`src/hdl/dfr_pkg.sv`:
```
// Shared types, constants and tables for the dual-fisheye source-position generator.
// No dependencies; every other file of the block refers to this package by scoped name.
`timescale 1ns / 1ps

package dfr_pkg;

    localparam int FRACTION_BITS_DEF = 5;
    localparam int SQRT_STEPS        = 31;
    localparam int CORDIC_STEPS      = 24;
    localparam int QUOT_BITS         = 25;

    typedef logic [2:0] cfg_idx_t;

    localparam cfg_idx_t REG_RAY_X    = 3'd0;
    localparam cfg_idx_t REG_RAY_Y    = 3'd1;
    localparam cfg_idx_t REG_RAY_W    = 3'd2;
    localparam cfg_idx_t REG_FOCAL    = 3'd3;
    localparam cfg_idx_t REG_FRONT_CX = 3'd4;
    localparam cfg_idx_t REG_BACK_CX  = 3'd5;
    localparam cfg_idx_t REG_CENTER_Y = 3'd6;

    typedef struct packed {
        logic [10:0] pixel_row;
        logic [10:0] pixel_col;
    } in_word_t;

    typedef struct packed {
        logic signed [15:0] source_x_int;
        logic signed [15:0] source_y_int;
        logic [9:0]         fraction_index;
        logic               clipped;
    } out_word_t;

    // Carried alongside the square root.
    typedef struct packed {
        logic [29:0] mx;
        logic [29:0] my;
        logic [29:0] mw;
        logic        sx;
        logic        sy;
        logic        front;
        logic        kill;
    } sq_side_t;

    // Carried alongside the CORDIC.
    typedef struct packed {
        logic [29:0] mx;
        logic [29:0] my;
        logic [30:0] r;
        logic        sx;
        logic        sy;
        logic        front;
        logic        kill;
    } cd_side_t;

    // Carried alongside the divider.
    typedef struct packed {
        logic sx;
        logic sy;
        logic front;
        logic kill;
    } dv_side_t;

    // Arc tangent of 2^-i in units of 2^-24 rad.
    function automatic logic [24:0] arc_at(input int i);
        logic [24:0] a;
        case (i)
            0:       a = 25'd13176795;
            1:       a = 25'd7778716;
            2:       a = 25'd4110060;
            3:       a = 25'd2086331;
            4:       a = 25'd1047214;
            5:       a = 25'd524117;
            6:       a = 25'd262123;
            7:       a = 25'd131069;
            8:       a = 25'd65536;
            9:       a = 25'd32768;
            10:      a = 25'd16384;
            11:      a = 25'd8192;
            12:      a = 25'd4096;
            13:      a = 25'd2048;
            14:      a = 25'd1024;
            15:      a = 25'd512;
            16:      a = 25'd256;
            17:      a = 25'd128;
            18:      a = 25'd64;
            19:      a = 25'd32;
            20:      a = 25'd16;
            21:      a = 25'd8;
            22:      a = 25'd4;
            23:      a = 25'd2;
            default: a = 25'd0;
        endcase
        return a;
    endfunction

endpackage

```
`src/hdl/dfr_place.sv`:
```
// Lens selection, focal scaling, rounding and saturation; ends in the output register.
// Depends on dfr_pkg for the output word and the divider side band.
`timescale 1ns / 1ps

module dfr_place #(
    parameter int FRACTION_BITS = dfr_pkg::FRACTION_BITS_DEF
) (
    input  logic                clk,
    input  logic                rst_n,
    input  logic                en,
    input  logic                in_valid,
    input  logic [24:0]         quot_x,
    input  logic [24:0]         quot_y,
    input  dfr_pkg::dv_side_t   in_side,
    input  logic [15:0]         focal_length,
    input  logic [11:0]         front_center_x,
    input  logic [11:0]         back_center_x,
    input  logic [11:0]         lens_center_y,
    output logic                out_valid,
    output dfr_pkg::out_word_t  out_word
);

    localparam int SH = 30 - FRACTION_BITS;

    logic [2:0]         valid_reg;
    logic signed [42:0] prodx_reg, prody_reg;
    logic [11:0]        cx_reg;
    logic signed [47:0] posx_reg, posy_reg;
    dfr_pkg::out_word_t word_reg;

    logic signed [25:0] offx, offy;
    logic signed [16:0] focal_s;
    logic signed [47:0] half;
    logic signed [17:0] ipx, ipy;
    logic               clipx, clipy;
    logic [15:0]        frac_cat;

    always_comb
    begin
        // The back lens mirrors x; y takes the sign of its own ray component on both lenses.
        if (in_side.kill)
        begin
            offx = '0;
            offy = '0;
        end
        else
        begin
            offx = (in_side.sx ^ !in_side.front) ? -$signed({1'b0, quot_x})
                                                 : $signed({1'b0, quot_x});
            offy = in_side.sy ? -$signed({1'b0, quot_y}) : $signed({1'b0, quot_y});
        end
        focal_s = $signed({1'b0, focal_length});
        half    = 48'sd1 <<< (SH - 1);
        ipx     = posx_reg[47:30];
        ipy     = posy_reg[47:30];
        clipx   = (ipx > 18'sd32767) || (ipx < -18'sd32768);
        clipy   = (ipy > 18'sd32767) || (ipy < -18'sd32768);
        frac_cat = 16'({posy_reg[29:SH], posx_reg[29:SH]});
    end

    always_ff @(posedge clk or negedge rst_n)
    begin
        if (!rst_n)
        begin
            valid_reg <= '0;
        end
        else if (en)
        begin
            valid_reg <= {valid_reg[1:0], in_valid};
        end
    end

    always_ff @(posedge clk)
    begin
        if (en)
        begin
            prodx_reg <= focal_s * offx;
            prody_reg <= focal_s * offy;
            cx_reg    <= in_side.front ? front_center_x : back_center_x;

            posx_reg <= $signed({6'd0, cx_reg, 30'd0}) + 48'(prodx_reg) + half;
            posy_reg <= $signed({6'd0, lens_center_y, 30'd0}) + 48'(prody_reg) + half;

            word_reg.source_x_int   <= ipx[17] ? (clipx ? -16'sd32768 : ipx[15:0])
                                               : (clipx ? 16'sd32767 : ipx[15:0]);
            word_reg.source_y_int   <= ipy[17] ? (clipy ? -16'sd32768 : ipy[15:0])
                                               : (clipy ? 16'sd32767 : ipy[15:0]);
            word_reg.fraction_index <= frac_cat[9:0];
            word_reg.clipped        <= clipx || clipy;
        end
    end

    assign out_valid = valid_reg[2];
    assign out_word  = word_reg;

endmodule
```
`config.mk`:
```
export PLATFORM = sky130hd
export DESIGN_NAME = dfr_place
export DESIGN_NICKNAME = d
export VERILOG_FILES = /design/src/hdl/dfr_pkg.sv /design/src/hdl/dfr_place.sv
export SDC_FILE = /design/constraint.sdc
export NUM_CORES = 2
export LEC_CHECK = 0
export BUFFER_PORTS_ARGS = -buffer_cell sky130_fd_sc_hd__clkbuf_2
export CAP_MARGIN = 20
export CORE_MARGIN = 2
export CORE_UTILIZATION = 55
export DETAILED_ROUTE_END_ITERATION = 6
export GPL_ROUTABILITY_DRIVEN = 1
export PLACE_DENSITY = 0.72
export SLEW_MARGIN = 20
export SYNTH_ARGS = -nofsm -noshare
export SYNTH_HDL_FRONTEND = slang
export SYNTH_SLANG_ARGS = --single-unit
```
`constraint.sdc`:
```
create_clock -name clk -period 3.8 [get_ports clk]
set_clock_uncertainty 0.2 [all_clocks]
set_input_delay 0.19 -clock clk [delete_from_list [all_inputs] [get_ports clk]]
set_output_delay 0.19 -clock clk [all_outputs]
set_load 0.01 [all_outputs]
```
==> flow_summary.toml <==
[clock_tree]
root_buffer = "clkbuf_16"
cts_inserted_buffers = 17
clockBufferDepth = 2
clk_pin_slew_ns = 0.07
clkLatencyLatePin_ns = 0.45
cts_sinks = 136
cts_tree = "yes"
htreeDepth = 4

[worst_setup_path]
ff2ff_setup_slack_ns = 0.77
path_buf_inv = 8
r2r-start = "prody_reg[31]$_DFFE_PP_"
critPathCaptureType = "flop"
cpLargestDelayFamily = "adder cells"
crit_required_ns = 3.80
crit_top_cell = "fa_1"
crit_arrival_ns = 8.08
startpoint = "quot_y[4]"
crit_slowest_cell = "fa_1"
r2r-end = "posy_reg[42]$_DFFE_PP_"
crit_type = "in2reg"
reg2regPathDepth = 11
cp_num_cells = 31
path_max_fanout = 11
start_kind = "input port"
max_stage_delay_ns = 0.56
crit_end = "prody_reg[28]$_DFFE_PP_"

[run]
maxCapViolCount = 0

[yosys]
syn_area_per_cell_um2 = 9.38
ys_seq_elements = 136
synth_ff_type = "edfxtp_1"
synthTopCellsByCount = "inv_1 (991), fa_1 (806), nand2_1 (502)"
ys_top_cells_by_area = "fa_1 (45%), edfxtp_1 (11%), inv_1 (10%)"
synth_cell_types = 63
yosysTopAreaCell = "fa_1"
synthArstFlopShare_pct = 2.21
synth-seq-area-share_pct = 11.4
synth_warnings = 0
synth_cells = 3797
synth_top_area_share_pct = 45.3
synthesis.area_mm2 = 0.0356
synth-edff-count = 133
synth_most_common_cell = "inv_1"

[global_route]
grt_pass1_vias = 29221
antenna_found_initial = 1
grt_use_total_pct = 28.0
grt_start_max_net_pins = 104
grt-ovfl-total = 0
grt_first_pass_wirelength_um = 148000

[min_path]
hold_class = "in2reg"
holdPathStages = 3
hold_start = "lens_center_y[8]"

[route]
via_count = 26679
final_antenna_net_count = 0
firstDrtPassIters = 5
wl_per_cell_um = 16.9
drcViolationCount = 0
detail_route.wirelength_um = 88900
drtIter0Drc = 1486
via_per_inst = 5.08

[die]
rows = 93
fp.dieW_um = 258
ios = 154
die-area_mm2 = 0.0668
core_area_mm2 = 0.0642
initial_core_util_pct = 55.4
fp.dieH_um = 258

[final_layout]
largest_reg_flops = 43
multi_input_area_mm2 = 0.0285
nets = 5536
syn2layout_area_growth_pct = 23.7
drive_gt1_share_pct = 24.2
area.sequential_mm2 = 0.00407
n_fill_cell = 4820
fin_util_pct = 68.6

[timing]
rsz0062_at_grt = "yes"
period_needed_ns = 8.08
min_period_over_period_pct = 213
hold_viol_final = 0
finalWorstSetupSlack_ns = -4.28
max_clock_freq_mhz = 124
maxSlewViolCount = 0
slew_headroom_pct = 33.4
whs_ns = 0.0312
tightest_slew_ns = 1.00
report.final.setup_viol = 38

[pwr]
ir_drop_mv = 0.867
total_power_mw = 41.6
cellLeakagePower_nw = 22.3
p_per_area_mw_per_mm2 = 944

[place]
routabilityCongestion = 0.910
placement.io_buffers = 153
pre_cts_ws_ns = -4.76
hpwl_um = 73100

[status]
violations = "setup timing"
status = "finished, violations left"
timing repair:
action / 4_1_cts / 5_1_grt
hold buffers: 27 / 0
endpoints found under the hold margin: 16 / 0
gates cloned: 0 / 1
endpoints found under the setup margin: 38 / 38
pin swaps: 106 / 103
buffers inserted: 35 / 20
resized for setup: 145 / 143
stage by stage:
step / TNS, ns / instance area [um^2] / instances
global placement: -155.19 / 41700 / 5141
CTS: -134.12 / 43400 / 5231
detailed placement: -157.19 / 41700 / 5141
global route: -145.31 / 44100 / 5251
floorplan: -128.82 / 36300 / 3800
finish: -137.56 / 44100 / 5251
where the power goes:
group	switching (mW)	internal [mW]	total, mW
Combinational	18.2	18.1	36.4
Clock	0.734	0.915	1.65
Sequential	0.251	3.33	3.58
cells in the final DEF, fill, tap and decap left out, types with 24 or more instances in the layout:
cell type / instances
nand2_1: 476
o21ai_0: 26
a21oi_2: 24
inv_2: 50
xor2_1: 46
clkbuf_2: 145
buf_4: 480
buf_12: 45
a21oi_1: 40
a21o_1: 38
buf_6: 43
xnor2_1: 65
and2_4: 25
nor2_1: 65
edfxtp_1: 133
dlygate4sd3_1: 27
inv_1: 939
ha_4: 30
fa_1: 786
ha_1: 206
and2_1: 341
metal layers:
metal / vias up / global-route usage [%] / routed length (um)
li1: 12251 / - / -
met1: 13496 / 37.6 / 36600
met2: 781 / 48.0 / 44500
met3: 151 / 4.00 / 5340
met4: 0 / 7.27 / 2460
met5: - / 0 / 0
final cells by class:
cell class,instances,area share [%]
antenna,1,0.00568
clock buffer,18,0.974
clock inverter,14,0.315
inverter,991,8.47
multi-input combinational,2490,64.8
sequential,136,9.24
tap,855,2.43
timing repair buffer,746,13.8
tightest hold or removal path, delay by kind of cell:
family	cells	cell delay [ns]
fa+ha+maj	1	0.16
xor+xnor	1	0.13
buf+inv	1	0.08
worst min path at each step:
| stage | end | slack, ns |
|---|---|---|
| after detailed placement | valid_reg[0]$_DFFE_PN0P_ | -0.21 |
| after global routing | posy_reg[38]$_DFFE_PP_ | 0.03 |
| final | posy_reg[38]$_DFFE_PP_ | 0.03 |
| after CTS | posy_reg[38]$_DFFE_PP_ | 0.02 |
| after global placement | valid_reg[0]$_DFFE_PN0P_ | -0.21 |
| after floorplan | valid_reg[0]$_DFFE_PN0P_ | -0.31 |
logic make-up after synthesis:
group / count (synthesis) / synth area share [%]
compound gates: 234 / 4.27
xor+xnor: 124 / 3.05
fa+ha+maj: 1044 / 53.7
buf+inv: 1175 / 12.4
flops: 136 / 11.4
mux: 16 / 0.503
other cells: 2 / 0.0211
simple gates: 1066 / 14.6
No activity file was read; power rests on OpenSTA's default activity.
